`src/hw/rtl/qas_pkg.sv`:
```
// Package: types, codes and constants shared by the argument splitter modules.
`timescale 1ns / 1ps
`default_nettype none

package qas_pkg;

  localparam int unsigned QAS_RES_DEPTH = 4;
  localparam logic [15:0] COUNT_MAX     = 16'hFFFF;

  localparam logic [7:0] CHAR_SPACE  = 8'h20;
  localparam logic [7:0] CHAR_TAB    = 8'h09;
  localparam logic [7:0] CHAR_SQUOTE = 8'h27;
  localparam logic [7:0] CHAR_DQUOTE = 8'h22;
  localparam logic [7:0] CHAR_BSLASH = 8'h5C;

  typedef enum logic [2:0] {
    MODE_IDLE   = 3'd0,
    MODE_PLAIN  = 3'd1,
    MODE_SQ     = 3'd2,
    MODE_DQ     = 3'd3,
    MODE_SQ_ESC = 3'd4,
    MODE_DQ_ESC = 3'd5
  } scan_mode_e;

  typedef enum logic [1:0] {
    KIND_BYTE  = 2'd0,
    KIND_END   = 2'd1,
    KIND_DONE  = 2'd2,
    KIND_ERROR = 2'd3
  } kind_e;

  typedef struct packed {
    logic [7:0] byte_in;
    logic       end_of_line;
  } item_t;

  typedef struct packed {
    kind_e       kind;
    logic [7:0]  token_byte;
    logic [15:0] token_index;
    logic        last_of_run;
  } result_t;

  // Results produced by one item: up to two, r0 first.
  typedef struct packed {
    logic [1:0] count;
    result_t    r0;
    result_t    r1;
  } push_t;

endpackage

`default_nettype wire

```
`src/hw/rtl/qas_stream_if.sv`:
```
// Valid/ready stream interface carrying one payload per beat.
`timescale 1ns / 1ps
`default_nettype none

interface qas_stream_if #(
  parameter type payload_t = logic
);
  logic     valid;
  logic     ready;
  payload_t data;

  modport source (output valid, output data, input ready);
  modport sink (input valid, input data, output ready);
endinterface

`default_nettype wire

```
`src/hw/rtl/quoted_argument_splitter_unit.sv`:
```
// Top level of the quoted argument splitter: input register, decode, result queue.
//
// Usage:
//   item_i carries one command line character per beat (byte_in) or the end
//   of line marker (end_of_line). result_o carries token bytes, token ends,
//   and one done or error result per line, each with its token index;
//   last_of_run marks the final result of an input beat.
//   An input beat is taken every cycle while the result side keeps up; a
//   beat waits in the input register until the result queue has room for
//   two results. End of line inside a bare token yields two results, which
//   drain at one per cycle while the receiver is ready.
//   A result passes the input register and then the result queue before it
//   is offered on result_o.
//   Throughput: one input beat per cycle while each beat yields one result
//   and the receiver takes one per cycle; two-result beats and stalls slow it.
//   Reset: scan mode goes idle, token count to zero, queue empties.
//   When the receiver stalls, results pile up in the queue; once fewer than
//   two slots remain free, a beat in the input register holds item_i.ready low.
`timescale 1ns / 1ps
`default_nettype none

module quoted_argument_splitter_unit #(
  parameter int unsigned ResDepth = qas_pkg::QAS_RES_DEPTH
) (
  input  wire logic    clk_i,
  input  wire logic    rst_ni,
  qas_stream_if.sink   item_i,
  qas_stream_if.source result_o
);
  import qas_pkg::*;

  logic  s1_valid_q;
  item_t s1_item_q;
  logic  room;
  logic  s1_fire;
  push_t push;
  push_t push_gated;

  assign s1_fire     = s1_valid_q && room;
  assign item_i.ready = !s1_valid_q || s1_fire;

  always_ff @(posedge clk_i or negedge rst_ni) begin
    if (!rst_ni) begin
      s1_valid_q <= 1'b0;
    end else if (item_i.ready) begin
      s1_valid_q <= item_i.valid;
    end
  end

  always_ff @(posedge clk_i) begin
    if (item_i.ready && item_i.valid) begin
      s1_item_q <= item_i.data;
    end
  end

  qas_decode u_decode (
    .clk_i  (clk_i),
    .rst_ni (rst_ni),
    .fire_i (s1_fire),
    .item_i (s1_item_q),
    .push_o (push)
  );

  always_comb begin
    push_gated = push;
    if (!s1_fire) begin
      push_gated.count = 2'd0;
    end
  end

  qas_result_fifo #(
    .Depth (ResDepth)
  ) u_result_fifo (
    .clk_i  (clk_i),
    .rst_ni (rst_ni),
    .push_i (push_gated),
    .room_o (room),
    .res_o  (result_o)
  );

endmodule

`default_nettype wire

```
`src/hw/rtl/qas_decode.sv`:
```
// Scan mode machine: decides the results of one character beat.
`timescale 1ns / 1ps
`default_nettype none

module qas_decode (
  input  wire logic           clk_i,
  input  wire logic           rst_ni,
  input  wire logic           fire_i,
  input  wire qas_pkg::item_t item_i,
  output qas_pkg::push_t      push_o
);
  import qas_pkg::*;

  scan_mode_e  mode_q, mode_d;
  logic [15:0] cnt_q, cnt_d;
  logic [15:0] cnt_bump;
  logic [7:0]  b;
  logic        eol;
  logic        is_sep;

  assign b        = item_i.byte_in;
  assign eol      = item_i.end_of_line;
  assign is_sep   = (b == CHAR_SPACE) || (b == CHAR_TAB);
  assign cnt_bump = (cnt_q == COUNT_MAX) ? COUNT_MAX : cnt_q + 16'd1;

  // Next state
  always_comb begin
    mode_d = mode_q;
    cnt_d  = cnt_q;
    if (eol) begin
      mode_d = MODE_IDLE;
      cnt_d  = '0;
    end else begin
      unique case (mode_q)
        MODE_PLAIN: begin
          if (is_sep) begin
            mode_d = MODE_IDLE;
            cnt_d  = cnt_bump;
          end
        end
        MODE_SQ, MODE_DQ: begin
          if ((mode_q == MODE_SQ && b == CHAR_SQUOTE) ||
              (mode_q == MODE_DQ && b == CHAR_DQUOTE)) begin
            mode_d = MODE_IDLE;
            cnt_d  = cnt_bump;
          end else if (b == CHAR_BSLASH) begin
            mode_d = (mode_q == MODE_SQ) ? MODE_SQ_ESC : MODE_DQ_ESC;
          end
        end
        MODE_SQ_ESC: mode_d = MODE_SQ;
        MODE_DQ_ESC: mode_d = MODE_DQ;
        default: begin
          // idle, and the unused codes behave the same
          if (is_sep) begin
            mode_d = MODE_IDLE;
          end else if (b == CHAR_SQUOTE) begin
            mode_d = MODE_SQ;
          end else if (b == CHAR_DQUOTE) begin
            mode_d = MODE_DQ;
          end else begin
            mode_d = MODE_PLAIN;
          end
        end
      endcase
    end
  end

  // Outputs
  always_comb begin
    push_o.count = 2'd0;
    push_o.r0    = '{kind: KIND_BYTE, token_byte: b, token_index: cnt_q, last_of_run: 1'b1};
    push_o.r1    = '{kind: KIND_DONE, token_byte: '0, token_index: cnt_bump,
                     last_of_run: 1'b1};
    if (eol) begin
      push_o.r0.token_byte = '0;
      unique case (mode_q)
        MODE_PLAIN: begin
          push_o.count          = 2'd2;
          push_o.r0.kind        = KIND_END;
          push_o.r0.last_of_run = 1'b0;
        end
        MODE_SQ, MODE_DQ, MODE_SQ_ESC, MODE_DQ_ESC: begin
          push_o.count   = 2'd1;
          push_o.r0.kind = KIND_ERROR;
        end
        default: begin
          push_o.count   = 2'd1;
          push_o.r0.kind = KIND_DONE;
        end
      endcase
    end else begin
      unique case (mode_q)
        MODE_PLAIN: begin
          push_o.count = 2'd1;
          if (is_sep) begin
            push_o.r0.kind       = KIND_END;
            push_o.r0.token_byte = '0;
          end
        end
        MODE_SQ, MODE_DQ: begin
          if ((mode_q == MODE_SQ && b == CHAR_SQUOTE) ||
              (mode_q == MODE_DQ && b == CHAR_DQUOTE)) begin
            push_o.count         = 2'd1;
            push_o.r0.kind       = KIND_END;
            push_o.r0.token_byte = '0;
          end else if (b != CHAR_BSLASH) begin
            push_o.count = 2'd1;
          end
        end
        MODE_SQ_ESC, MODE_DQ_ESC: push_o.count = 2'd1;
        default: begin
          if (!is_sep && b != CHAR_SQUOTE && b != CHAR_DQUOTE) begin
            push_o.count = 2'd1;
          end
        end
      endcase
    end
  end

  always_ff @(posedge clk_i or negedge rst_ni) begin
    if (!rst_ni) begin
      mode_q <= MODE_IDLE;
      cnt_q  <= '0;
    end else if (fire_i) begin
      mode_q <= mode_d;
      cnt_q  <= cnt_d;
    end
  end

  // End of line always starts a fresh line.
  a_eol_clears: assert property (@(posedge clk_i) disable iff (!rst_ni)
    fire_i && eol |=> mode_q == MODE_IDLE && cnt_q == '0)
    else $error("state not cleared after end of line");

  // Two results only when a bare token is closed by end of line.
  a_two_results: assert property (@(posedge clk_i) disable iff (!rst_ni)
    push_o.count == 2'd2 |-> eol && mode_q == MODE_PLAIN)
    else $error("unexpected second result");

endmodule

`default_nettype wire

```
`src/hw/rtl/qas_result_fifo.sv`:
```
// Result queue: takes up to two results per cycle, hands out one per beat.
`timescale 1ns / 1ps
`default_nettype none

module qas_result_fifo #(
  parameter int unsigned Depth = qas_pkg::QAS_RES_DEPTH
) (
  input  wire logic           clk_i,
  input  wire logic           rst_ni,
  input  wire qas_pkg::push_t push_i,
  output logic                room_o,
  qas_stream_if.source        res_o
);
  import qas_pkg::*;

  localparam int unsigned PtrW = (Depth > 1) ? $clog2(Depth) : 1;
  localparam int unsigned CntW = $clog2(Depth + 1);

  result_t         mem_q [Depth];
  logic [PtrW-1:0] wr_ptr_q, wr_ptr_d, rd_ptr_q, rd_ptr_d;
  logic [PtrW-1:0] wr_ptr_nx;
  logic [CntW-1:0] cnt_q, cnt_d;
  logic            pop;

  function automatic logic [PtrW-1:0] ptr_inc(input logic [PtrW-1:0] p);
    ptr_inc = (p == PtrW'(Depth - 1)) ? '0 : p + PtrW'(1);
  endfunction

  assign wr_ptr_nx = ptr_inc(wr_ptr_q);
  assign pop       = res_o.valid && res_o.ready;
  assign room_o    = cnt_q <= CntW'(Depth - 2);

  assign res_o.valid = cnt_q != '0;
  assign res_o.data  = mem_q[rd_ptr_q];

  always_comb begin
    wr_ptr_d = wr_ptr_q;
    if (push_i.count == 2'd1) begin
      wr_ptr_d = wr_ptr_nx;
    end else if (push_i.count == 2'd2) begin
      wr_ptr_d = ptr_inc(wr_ptr_nx);
    end
    rd_ptr_d = pop ? ptr_inc(rd_ptr_q) : rd_ptr_q;
    cnt_d    = cnt_q + CntW'(push_i.count) - CntW'(pop);
  end

  always_ff @(posedge clk_i or negedge rst_ni) begin
    if (!rst_ni) begin
      wr_ptr_q <= '0;
      rd_ptr_q <= '0;
      cnt_q    <= '0;
    end else begin
      wr_ptr_q <= wr_ptr_d;
      rd_ptr_q <= rd_ptr_d;
      cnt_q    <= cnt_d;
    end
  end

  always_ff @(posedge clk_i) begin
    if (push_i.count != 2'd0) begin
      mem_q[wr_ptr_q] <= push_i.r0;
    end
    if (push_i.count == 2'd2) begin
      mem_q[wr_ptr_nx] <= push_i.r1;
    end
  end

  a_no_overflow: assert property (@(posedge clk_i) disable iff (!rst_ni)
    push_i.count != 2'd0 |-> (int'(cnt_q) + int'(push_i.count)) <= int'(Depth))
    else $error("result queue overflow");

  a_cnt_bound: assert property (@(posedge clk_i) disable iff (!rst_ni)
    cnt_q <= CntW'(Depth))
    else $error("result queue count out of range");

endmodule

`default_nettype wire
```
`src/flat_wrapper.sv`:
```
// flat-port wrapper written by rule: the top's interface ports become plain ports
module quoted_argument_splitter_unit_flat import qas_pkg::*;
#(
  parameter int unsigned ResDepth = qas_pkg::QAS_RES_DEPTH
)
  (clk_i, rst_ni, item_i_valid, item_i_data, item_i_ready, result_o_valid, result_o_data, result_o_ready);
  qas_stream_if item_i_i ();
  qas_stream_if result_o_i ();
  input  wire logic clk_i;
  input  wire logic rst_ni;
  input wire logic [$bits(item_i_i.valid)-1:0] item_i_valid;
  input wire logic [$bits(item_i_i.data)-1:0] item_i_data;
  output wire logic [$bits(item_i_i.ready)-1:0] item_i_ready;
  output wire logic [$bits(result_o_i.valid)-1:0] result_o_valid;
  output wire logic [$bits(result_o_i.data)-1:0] result_o_data;
  input wire logic [$bits(result_o_i.ready)-1:0] result_o_ready;
  assign item_i_i.valid = item_i_valid;
  assign item_i_i.data = item_i_data;
  assign item_i_ready = item_i_i.ready;
  assign result_o_valid = result_o_i.valid;
  assign result_o_data = result_o_i.data;
  assign result_o_i.ready = result_o_ready;
  quoted_argument_splitter_unit #(.ResDepth(ResDepth)) u_core (.clk_i(clk_i), .rst_ni(rst_ni), .item_i(item_i_i), .result_o(result_o_i));
endmodule
```
`config.mk`:
```
export PLATFORM = sky130hd
export DESIGN_NAME = quoted_argument_splitter_unit_flat
export DESIGN_NICKNAME = d
export VERILOG_FILES = /design/src/hw/rtl/qas_pkg.sv /design/src/hw/rtl/qas_stream_if.sv /design/src/hw/rtl/quoted_argument_splitter_unit.sv /design/src/hw/rtl/qas_decode.sv /design/src/hw/rtl/qas_result_fifo.sv /design/src/flat_wrapper.sv
export SDC_FILE = /design/constraint.sdc
export NUM_CORES = 1
export LEC_CHECK = 0
export ABC_AREA = 1
export ABC_CLOCK_PERIOD_IN_PS = 1900
export BUFFER_PORTS_ARGS = -buffer_cell sky130_fd_sc_hd__buf_2
export CAP_MARGIN = 25
export CORE_UTILIZATION = 51
export CTS_BUF_LIST = sky130_fd_sc_hd__clkbuf_16
export CTS_CLUSTER_SIZE = 16
export DETAILED_ROUTE_END_ITERATION = 10
export GPL_TIMING_DRIVEN = 0
export MAX_ROUTING_LAYER = met4
export PLACE_DENSITY = 0.78
export SYNTH_ARGS = -nofsm -noshare
export SYNTH_HDL_FRONTEND = slang
export SYNTH_SLANG_ARGS = --single-unit
```
`constraint.sdc`:
```
create_clock -name clk_i -period 1.9 [get_ports clk_i]
set_input_delay 0.095 -clock clk_i [delete_from_list [all_inputs] [get_ports clk_i]]
set_output_delay 0.095 -clock clk_i [all_outputs]
set_load 0.1 [all_outputs]
```
**After elaboration in Yosys (flattened, before gate mapping)**

Memories as Yosys holds them, arrays and structs flattened.
Cells that the tools add are included.

- Add/subtract/negate cells: 6
- $lt $le $gt $ge: 1
- Equality and inequality tests: 13
- Mux-type cells: 18
- Reductions and logical operators: 14

Operators by type and width:

| operator | count |
|---|---|
| 16-bit two-way mux | 2 |
| 16-bit by 1-bit adder with 16-bit output (second input constant) | 1 |
| 16-bit equality test (second input constant) | 1 |
| 12-bit two-way mux | 1 |
| 2-bit two-way mux | 6 |
| 3-bit case mux with 3 select lines | 1 |
| 2-bit equality test (second input constant) | 4 |
| 4-bit case mux with 2 select lines | 1 |
| 2-bit by 1-bit adder with 2-bit output (second input constant) | 3 |
| 3-bit by 2-bit equality test with 1-bit output (second input constant) | 2 |
| 3-bit equality test (second input constant) | 2 |
| 1-bit two-way mux | 6 |
| 3-bit nonzero test | 2 |
| 2-bit by 1-bit inequality test with 1-bit output (second input constant) | 2 |
| 4-bit AND reduction | 1 |
| 2-bit nonzero test | 2 |
| 4-bit OR reduction | 1 |
| 3-bit by 2-bit adder with 3-bit output | 1 |
| 3-bit by 1-bit equality test with 1-bit output (second input constant) | 1 |
| 3-bit by 2-bit less-or-equal comparator with 1-bit output (second input constant) | 1 |
| 1-bit logical AND | 3 |
| 3-bit two-way mux | 1 |
| 3-bit AND reduction | 1 |
| 3-bit OR reduction | 1 |
| 5 further kinds | 5 |

- Flip-flop bits (word level): 28
- Bits in writable memories: 108
- Input bits: 5
- Output and inout port bits: 3
- Logic and storage cells: 60
- Memories: 1

Memory list:

| memory | depth | bits a word | read ports | clocked after Yosys merged registers in | write ports | RTL line | text |
|---|---|---|---|---|---|---|---|
| u_core.u_result_fifo.mem_q | 4 | 27 | 1 | 0 | 2 | qas_result_fifo.sv:19 | `result_t mem_q [Depth];` |

**Longest topological paths before layout**

Gate-level depths: netlist of the first run.

- Depth in word-level cells: 8
- Mapped depth: 13
- Gate-level depth less buffers: 13

**Hierarchy**

From an unflattened synthesis of the first run, not the netlist that was laid out.

- Cells, all modules: 440
- Area, all modules: 2874.0 µm²

Modules (own cells, without submodules):

| module | instances | cells each | area an instance (µm²) | seq. area each (µm²) |
|---|---|---|---|---|
| qas_decode | 1 | 334 | 1979.4 | 475.5 |
| qas_result_fifo | 1 | 92 | 790.8 | 295.3 |
| quoted_argument_splitter_unit | 1 | 14 | 103.8 | 55.1 |

**Worst setup path before layout of the first run**

No wires, ideal clock.

- Path type: reg-to-reg
- Start point: reg u_core.u_result_fifo.cnt_q[0]
- End point: reg u_core.u_result_fifo.cnt_q[2]
- Setup time: 0.117 ns
- Arrival time: 2.226 ns
- Data required time: 1.783 ns
- Path slack: -0.443 ns
- Stages on the path, launching flop included: 14
- Path buffers: 0
- Period minus slack after synthesis: 2.343 ns
- Cell sequence: dfrtp_1 -> nor2_2 -> nand2_2 -> nand2_4 -> inv_4 -> ha_1 -> inv_1 -> ha_1 -> inv_1 -> fa_1 -> xnor2_1 -> inv_1 -> nand2_1 -> nand2_1

- Elaborated cells on any way between the ends: 7

RTL lines:

| item | RTL line | text |
|---|---|---|
| from (decl) | qas_result_fifo.sv:22 | `logic [CntW-1:0] cnt_q, cnt_d;` |
| from (signal assigned) | qas_result_fifo.sv:55 | `cnt_q <= cnt_d;` |
| 3-bit nonzero test | qas_result_fifo.sv:33 | `assign res_o.valid = cnt_q != '0;` |
| via result_o_valid | flat_wrapper.sv:14 | `output wire logic [$bits(result_o_i.valid)-1:0] result_o_valid;` |
| 1-bit logical AND | qas_result_fifo.sv:30 | `assign pop = res_o.valid && res_o.ready;` |
| via u_core.u_result_fifo.pop | qas_result_fifo.sv:23 | `logic pop;` |
| 3-bit by 1-bit subtractor with 3-bit output | qas_result_fifo.sv:44 | `cnt_d = cnt_q + CntW'(push_i.count) - CntW'(pop);` |
| via u_core.u_result_fifo.cnt_d[2] | qas_result_fifo.sv:22 |  |

The timed path passes the listed nets, and every way through them passes these cells.
A chain may end at the register's enable or synchronous reset.

**Worst setup path in the final report of the first run**

- Start point: reg u_core.u_result_fifo.cnt_q[0]
- End point: reg u_core.u_result_fifo.cnt_q[2]

- Elaborated cells on any way between the ends: 7

RTL lines:

| item | RTL line |
|---|---|
| 3-bit nonzero test | qas_result_fifo.sv:33 |
| 1-bit logical AND | qas_result_fifo.sv:30 |
| via u_core.u_result_fifo.pop | qas_result_fifo.sv:23 |
| 3-bit by 1-bit subtractor with 3-bit output | qas_result_fifo.sv:44 |
| via u_core.u_result_fifo.cnt_d[2] | qas_result_fifo.sv:22 |

The timed path passes the listed nets, and every way through them passes these cells.

==> flow_summary.yaml, run 1 <==
yosys:
  yosysTopAreaCell: "dfrtp_1"
  yosysWarnings: 0
  synth_cells: 103
  synth_area_um2: 890
  ys_types: 23
  synth_fp_nets: 124
  synth-seq-cells: 14
  synth_top_area_share: 0.253
  synth-seq-area-share: 0.377
  avgSynthCellArea_um2: 8.64
  synth_area_leaders: "dfrtp_1 25%, ha_1 21%, nand2_1 11%"
setup_path:
  slowest_delay_ns: 0.39
  worstSetupStartpointType: "register"
  crit_required_ns: 2.03
  setup.worst_path.class: "reg2reg"
  cp_max_fo: 2
  cp.arrival_ns: 2.17
  regToRegSetupSlack_ns: -0.14
  worstPathCellList: "buf_4 > nor2_4 > nand2_4 > nand2_4 > inv_4 > ha_4 > inv_4 > ha_4 > inv_2 > fa_2 > xnor2_2 > inv_1 > nand2_1 > nand2_1"
  cp_slowest_cell: "dfrtp_1"
  endpoint_kind: "register"
sta:
  relSlewSlack: 0.674
  final.min_clock_period_ns: 2.04
  fin_skew_ns: 0.00260
  worst_pin_slew_ns: 0.492
  rsz0062_at_grt: "true"
  slew_violations: 0
  hold_viol_final: 0
  finalSetupViolations: 1
  fmax_ghz: 0.490
  timing.final.ws_setup_ns: -0.139
  whs_ns: 0.0306
  layout_worst_path_cycle_share: 1.07
placed_design:
  numPortBuffers: 7
  hpwl_um: 1190
  gp_congestion: 0.712
global_routing:
  antenna_found_initial: 0
  grt_pass1_wl_um: 3110
  grt_util_met1: 0.257
  grt_max_degree: 10
  grt-ovfl-total: 0
  grt_util_met3: 0.0625
  grtUsageTotal: 0.246
  grt_use_met2: 0.409
  grt_busiest_layer: "met2"
  grt_pass1_vias: 742
cells_and_area:
  diodes: 0
  drive_gt1_frac: 0.341
  area_growth_pct: 32.6
  fin_nets: 148
floorplan:
  die_w_um: 43.8
  die_h_um: 43.8
  core-area_mm2: 0.00156
  initial_utilization: 0.571
  num_rows: 14
  design.die.area_mm2: 0.00192
  io_pins: 8
routing:
  routedWlPerCell_um: 12.5
  firstDrtPassIters: 7
  vias: 718
  ant_nets: 0
  drc: 1
  wl_um: 1770
  drt_iter0_drc: 12
  avgViaCountPerCell: 5.06
run:
  maxCapViolCount: 0
run_status:
  violations: "DRC, setup timing"
  outcome: "finished, violations left"
clocking:
  cts_buffer_depth: 2
  clk_latency_ns: 0.24
  cts_tree: "built"
  cts-root-buf: "clkbuf_16"
  cts_inserted_buffers: 3
  cts.sinks: 14
  htree_levels: 1
  clkTransAtPathRegs_ns: 0.05
hold_path:
  hold_path_class: "in2reg"
## state kept, by name (all words and copies together) (netlist names)
register / count
u_core.s1_item_q: 1
u_core.s1_valid_q: 1
u_core.u_decode.mode_q: 1
u_core.u_result_fifo.cnt_q: 3
u_core.u_result_fifo.mem_q: 4
u_core.u_result_fifo.rd_ptr_q: 2
u_core.u_result_fifo.wr_ptr_q: 2
## layout by cell type (no fill, tap or decap), drive strengths merged
cell / instances
a21oi: 1
buf: 18
clkbuf: 3
clkinv: 1
dfrtp: 9
dfxtp: 4
dlygate4sd3: 1
edfxtp: 1
fa: 1
ha: 15
inv: 17
nand2: 31
nand3: 4
nor2: 6
o211ai: 4
o21a: 1
o21ai: 6
or2: 2
xnor2: 1
## worst max-delay path, delay by kind of cell, from the launching register on
kind / cells / cell delay (ns)
flops: 1 / 0.39
xor+xnor: 1 / 0.17
fa+ha+maj: 3 / 0.67
buf+inv: 5 / 0.34
simple gates: 5 / 0.35
## cells in the mapped netlist, drive strengths merged
cell	number
o21ai	6
nand3	4
nor2	6
dfrtp	9
xnor2	1
o211ai	4
o21a	1
dfxtp	4
edfxtp	1
a21oi	1
fa	1
inv	17
nand2	31
or2	2
ha	15
## cell type report
| type | instances | area [um^2] |
|---|---|---|
| Inverter | 17 | 68.8 |
| Tap cell | 16 | 20.0 |
| Timing Repair Buffer | 19 | 128 |
| Clock inverter | 1 | 3.75 |
| Fill cell | 106 | 379 |
| Multi-Input combinational cell | 72 | 548 |
| Sequential cell | 14 | 337 |
| Clock buffer | 3 | 75.1 |
## logic make-up after synthesis
family | synth area share
compound gates | 0.0816
flops | 0.377
simple gates | 0.224
buf+inv | 0.0745
xor+xnor | 0.00985
fa+ha+maj | 0.233
## through the flow
stage / util / cell area [um^2] / instances / setup TNS, ns / setup slack, ns
2_1_floorplan: - / 930 / 103 / -0.366 / -0.243
3_3_place_gp: 0.632 / 985 / 126 / -0.283 / -0.218
3_5_place_dp: 0.632 / 985 / 126 / -0.410 / -0.293
6_report: 0.757 / 1180 / 142 / -0.139 / -0.139
5_1_grt: 0.757 / 1180 / 142 / -0.330 / -0.264
4_1_cts: 0.746 / 1160 / 140 / -0.112 / -0.112
## path summary, 6_finish.rpt
path                                                     to  depth (start not counted)                          start
min reg2reg                       u_core.u_decode.mode_q[0]                          1            u_core.s1_item_q[0]
min                                     u_core.s1_item_q[0]                          1                    item_i_data
min in group asynchronous  u_core.u_result_fifo.rd_ptr_q[0]                          2                         rst_ni
max in group asynchronous     u_core.u_result_fifo.cnt_q[2]                          2                         rst_ni
max                           u_core.u_result_fifo.cnt_q[2]                         14  u_core.u_result_fifo.cnt_q[0]
max reg2reg                   u_core.u_result_fifo.cnt_q[2]                         14  u_core.u_result_fifo.cnt_q[0]
## per-layer routing
metal	up-vias	wire length, um
li1	367	-
met4	0	50
met3	5	55
met5	-	0
met1	336	788
met2	10	879
## timing repair
action | 4_1_cts | 5_1_grt
hold buffers | 1 | 0
setup endpoints to repair | 2 | 2
pin swaps | 6 | 0
gates resized for setup | 7 | 2
buffers inserted | 9 | 2
hold endpoints to repair | 9 | 0
Power of run 1 is left out: the tool's default activity adds up to more than one toggle a clock period on the data nets, which glitch-free logic cannot reach.
==> run 2, diff against run 1 <==
BUFFER_PORTS_ARGS = -buffer_cell sky130_fd_sc_hd__clkbuf_2   (was -buffer_cell sky130_fd_sc_hd__buf_2)
CORE_UTILIZATION = 55   (was 51)
PLACE_DENSITY = 0.79   (was 0.78)
SYNTH_HIERARCHICAL = 1   (was unset)
==> flow_summary.yaml, run 2 <==
sta:
  worst_pin_slew_ns: 0.540
  final.min_clock_period_ns: 2.10
  slew_violations: 0
  fin_skew_ns: 0.00174
  timing.final.ws_setup_ns: -0.199
  rsz0062_at_grt: "true"
  finalSetupViolations: 12
  layout_worst_path_cycle_share: 1.10
  fmax_ghz: 0.476
  relSlewSlack: 0.642
  hold_viol_final: 0
hold_path:
  hold_path_class: "in2reg"
yosys:
  yosysWarnings: 6
  synth_area_mm2: 0.00144
  avgSynthCellArea_um2: 6.96
  synth_cells: 207
clocking:
  cts_inserted_buffers: 3
  clkTransAtPathRegs_ns: 0.05
  cts_tree: "built"
  cts_buffer_depth: 2
  cts.sinks: 16
  cts-root-buf: "clkbuf_16"
  htree_levels: 1
  clk_latency_ns: 0.25
cells_and_area:
  final_common_cell: "nand2_1"
  final_cells: 276
  regMostFlops: "u_core/u_result_fifo/mem_q"
  layout_common_cells: "43 x nand2_1, 30 x inv_1, 20 x conb_1"
  fin_util: 0.768
  reg_top3: "u_core/u_result_fifo/mem_q x4, u_core/u_decode/mode_q x3, u_core/u_result_fifo/cnt_q x3"
  drive_gt1_frac: 0.305
  multiInputGateArea_mm2: 0.00105
  seq_area_um2: 427
  area_growth_pct: 32.1
  largest_reg_flops: 4
  fin_nets: 269
  diodes: 0
  fill_cells: 186
routing:
  ant_nets: 0
  vias: 1270
  wl_um: 2910
  drt_iter0_drc: 35
  avgViaCountPerCell: 4.60
  firstDrtPassIters: 4
  routedWlPerCell_um: 10.5
  drc: 0
setup_path:
  setup.worst_path.class: "reg2reg"
  worstPathCellList: "buf_4 > ha_4 > nor2_4 > nand3_2 > nor2_1 > nor2_1 > o21bai_1 > inv_1 > nor2_4 > inv_2 > ha_4 > nand2_4 > o21ai_1"
  worstSetupStartpointType: "register"
  endpoint_kind: "register"
  cp_slowest_cell: "dfrtp_1"
  crit_required_ns: 1.89
  cp_num_buf_inv: 3
  slowest_delay_ns: 0.39
  path_delay_family: "simple AND/OR/NAND/NOR gates"
  cp.arrival_ns: 2.09
  cp_max_fo: 4
floorplan:
  io_pins: 8
  design.die.area_mm2: 0.00283
  die_h_um: 53.2
  initial_utilization: 0.581
  core-area_mm2: 0.00248
  die_w_um: 53.2
  num_rows: 18
placed_design:
  hpwl_um: 1910
  gp_congestion: 0.875
  dp_cells: 262
  numPortBuffers: 7
power_and_ir_drop:
  p_per_area_mw_per_mm2: 1460
  peakVddDrop_v: 0.00156
  p_leak_nw: 1.02
global_routing:
  antenna_found_initial: 0
  grtUsageTotal: 0.252
  grt_pass1_wl_um: 4910
  grt-ovfl-total: 0
  grt_pass1_vias: 1233
  grt_max_degree: 12
run_status:
  violations: "setup timing"
  outcome: "finished, violations left"
run:
  maxCapViolCount: 0
## run 2: metrics by stage
| step | setup WS [ns] | instance area, um^2 | setup TNS [ns] | hold WS (ns) | power, mW |
|---|---|---|---|---|---|
| floorplan | -0.110 | 1550 | -1.04 | -0.201 | 1.82 |
| global placement | -0.344 | 1630 | -3.68 | -0.0157 | 2.03 |
| detailed placement | -0.344 | 1630 | -3.76 | -0.0133 | 2.05 |
| CTS | -0.237 | 1860 | -2.64 | 0.0203 | 2.69 |
| global route | -0.313 | 1900 | -3.50 | 0.0263 | 3.00 |
| finish | -0.199 | 1900 | -2.07 | 0.0240 | 2.77 |
## run 2: layout make-up
| class | instances | area share |
|---|---|---|
| tap | 30 | 0.0197 |
| clock buffer | 3 | 0.0395 |
| multi-input combinational | 160 | 0.553 |
| buffer | 5 | 0.0138 |
| sequential | 16 | 0.224 |
| clock inverter | 1 | 0.00197 |
| timing repair buffer | 17 | 0.0612 |
| inverter | 44 | 0.0868 |
## run 2: power by group
| group | internal [mW] | switching, mW |
|---|---|---|
| combinational | 0.609 | 1.13 |
| sequential | 0.498 | 0.128 |
| clock | 0.279 | 0.128 |
## run 2: what timing repair did
| item | 4_1_cts | 5_1_grt |
|---|---|---|
| pin swaps | 16 | 6 |
| gates cloned | 0 | 0 |
| buffers inserted | 6 | 3 |
| hold buffers | 1 | 0 |
| endpoints found under the hold margin | 11 | 0 |
| endpoints found under the setup margin | 13 | 13 |
| gates resized for setup | 25 | 6 |
## run 2: final timing paths
| check | startpoint | depth (start not counted) | endpoint | slack [ns] |
|---|---|---|---|---|
| max in group asynchronous | rst_ni | 2 | u_core/u_decode/mode_q[1] | 1.42 |
| hold reg to reg | u_core/s1_valid_q | 2 | u_core/s1_valid_q | 0.54 |
| min in group asynchronous | rst_ni | 2 | u_core/u_decode/mode_q[0] | 0.25 |
| hold / removal | item_i_data | 1 | u_core/s1_item_q[0] | 0.02 |
| setup / recovery | u_core/u_decode/mode_q[2] | 13 | u_core/u_result_fifo/mem_q[1][0] | -0.20 |
| setup reg to reg | u_core/u_decode/mode_q[2] | 13 | u_core/u_result_fifo/mem_q[1][0] | -0.20 |
## run 2: metal layers
metal | GRT usage | part of all wire
met1 | 0.310 | 0.44
met2 | 0.409 | 0.51
met3 | 0.0517 | 0.034
met4 | 0.0921 | 0.015
met5 | - | 0
Note: power is estimated with default switching activity, not from simulation.
==> run 3, diff against run 2 <==
CORE_UTILIZATION = 51   (was 55)
PLACE_DENSITY = 0.78   (was 0.79)
SYNTH_HIERARCHICAL = unset   (was 1)
==> flow_summary.yaml, run 3 (synthesis gave the netlist of run 1 again) <==
routing:
  routedWlPerCell_um: 12.5
  avgViaCountPerCell: 5.10
  drt_iter0_drc: 7
  wl_um: 1810
  ant_nets: 0
  drc: 1
  vias: 734
  firstDrtPassIters: 7
sta:
  relSlewSlack: 0.634
  whs_ns: 0.0317
  slew_violations: 0
  final.min_clock_period_ns: 2.06
  rsz0062_at_grt: "true"
  finalSetupViolations: 2
  fin_skew_ns: 0.00232
  hold_viol_final: 0
  layout_worst_path_cycle_share: 1.09
  worst_pin_slew_ns: 0.551
  timing.final.ws_setup_ns: -0.163
  fmax_ghz: 0.485
cells_and_area:
  reg_top3: "u_core.u_result_fifo.mem_q x4, u_core.u_result_fifo.cnt_q x3"
  final_common_cell: "nand2_1"
  drive_gt1_frac: 0.352
  area_growth_pct: 35.4
  layout_common_cells: "25 x nand2_1, 13 x ha_1, 12 x buf_4"
  largest_reg_flops: 4
  fin_nets: 150
  fill_cells: 103
  regMostFlops: "u_core.u_result_fifo.mem_q"
  final_area_mm2: 0.00120
  diodes: 0
global_routing:
  grt_pass1_wl_um: 3040
  antenna_found_initial: 0
  grt_max_degree: 10
  grt_pass1_vias: 756
  grt-ovfl-total: 0
  grtUsageTotal: 0.234
floorplan:
  num_rows: 14
  io_pins: 8
  core-area_mm2: 0.00156
  die_h_um: 43.8
  initial_utilization: 0.571
  design.die.area_mm2: 0.00192
  die_w_um: 43.8
placed_design:
  dpl_cell_area_um2: 985
  numPortBuffers: 7
  pre_cts_slack_ns: -0.317
  hpwl_um: 1220
  gp_congestion: 0.711
clocking:
  cts.sinks: 14
  cts_tree: "built"
  clkTransAtPathRegs_ns: 0.04
  cts_inserted_buffers: 3
  clk_latency_ns: 0.24
  cts-root-buf: "clkbuf_16"
  cts_buffer_depth: 2
  htree_levels: 1
hold_path:
  hold_path_class: "in2reg"
setup_path:
  worstSetupStartpointType: "register"
  cp_slowest_cell: "dfrtp_1"
  crit_required_ns: 2.03
  setup.worst_path.class: "reg2reg"
  worstPathCellList: "buf_6 > nor2_4 > nand2_4 > nand2_4 > inv_4 > ha_4 > inv_4 > ha_4 > inv_2 > fa_2 > xnor2_2 > inv_1 > nand2_1 > nand2_1"
  cp_max_fo: 2
  cp.arrival_ns: 2.20
  slowest_delay_ns: 0.39
  endpoint_kind: "register"
run_status:
  violations: "DRC, setup timing"
  outcome: "finished, violations left"
run:
  maxCapViolCount: 0
run 3: changes by cell type in the layout (fill, tap and decap cells not counted), moves of 6 or more:
cell	change
nand2_1	-18
conb_1	-20
nor2_1	-15
inv_1	-19
inv_2	-9
o21ai_1	-6
run 3: cell type report:
| cell class | count | area, um^2 | share of cell area |
|---|---|---|---|
| inverter | 17 | 68.8 | 0.0571 |
| sequential | 14 | 335 | 0.278 |
| multi-input combinational | 72 | 556 | 0.461 |
| clock inverter | 1 | 3.75 | 0.00312 |
| tap | 16 | 20.0 | 0.0166 |
| clock buffer | 3 | 75.1 | 0.0623 |
| timing repair buffer | 21 | 146 | 0.121 |
run 3: path summary, 6_finish.rpt:
path / from / endpoint / slack [ns] / cells after the start
worst min-delay path: item_i_data / u_core.s1_item_q[0] / 0.03 / 1
worst min register to register: u_core.u_result_fifo.mem_q[0][0] / u_core.u_result_fifo.mem_q[0][0] / 0.49 / 2
worst max-delay path: u_core.u_result_fifo.cnt_q[0] / u_core.u_result_fifo.cnt_q[2] / -0.16 / 14
worst max register to register: u_core.u_result_fifo.cnt_q[0] / u_core.u_result_fifo.cnt_q[2] / -0.16 / 14
max in group asynchronous: rst_ni / u_core.u_result_fifo.cnt_q[1] / 1.47 / 2
min in group asynchronous: rst_ni / u_core.u_result_fifo.cnt_q[0] / 0.24 / 2
run 3: stage by stage:
stage / TNS [ns] / util / std cells
floorplan: -0.366 / - / 103
global placement: -0.283 / 0.632 / 126
detailed placement: -0.450 / 0.632 / 126
CTS: -0.141 / 0.758 / 142
global route: -0.340 / 0.773 / 144
finish: -0.174 / 0.773 / 144
run 3: timing repair:
item                                    CTS  global route
endpoints found under the setup margin    2             2
hold buffers                              1             0
gates resized for setup                   8             3
endpoints found under the hold margin     9             0
pin swaps                                10             0
setup buffers                            11             2
run 3: worst max-delay path: cells and delay by family, from the launching register on:
kind	cells	cell delay (ns)
adder cells (fa/ha/maj)	3	0.71
flip-flops	1	0.39
AND/OR/NAND/NOR	5	0.34
buffers and inverters	5	0.31
XOR/XNOR	1	0.18
run 3: metal layers:
metal | GRT usage | vias to the layer above | share of wire
met2 | 0.430 | 13 | 0.54
met3 | 0.0833 | 4 | 0.042
met5 | - | - | 0
met1 | 0.208 | 346 | 0.40
met4 | 0.113 | 0 | 0.021
li1 | - | 371 | -
Power of run 3 is left out for the same reason.
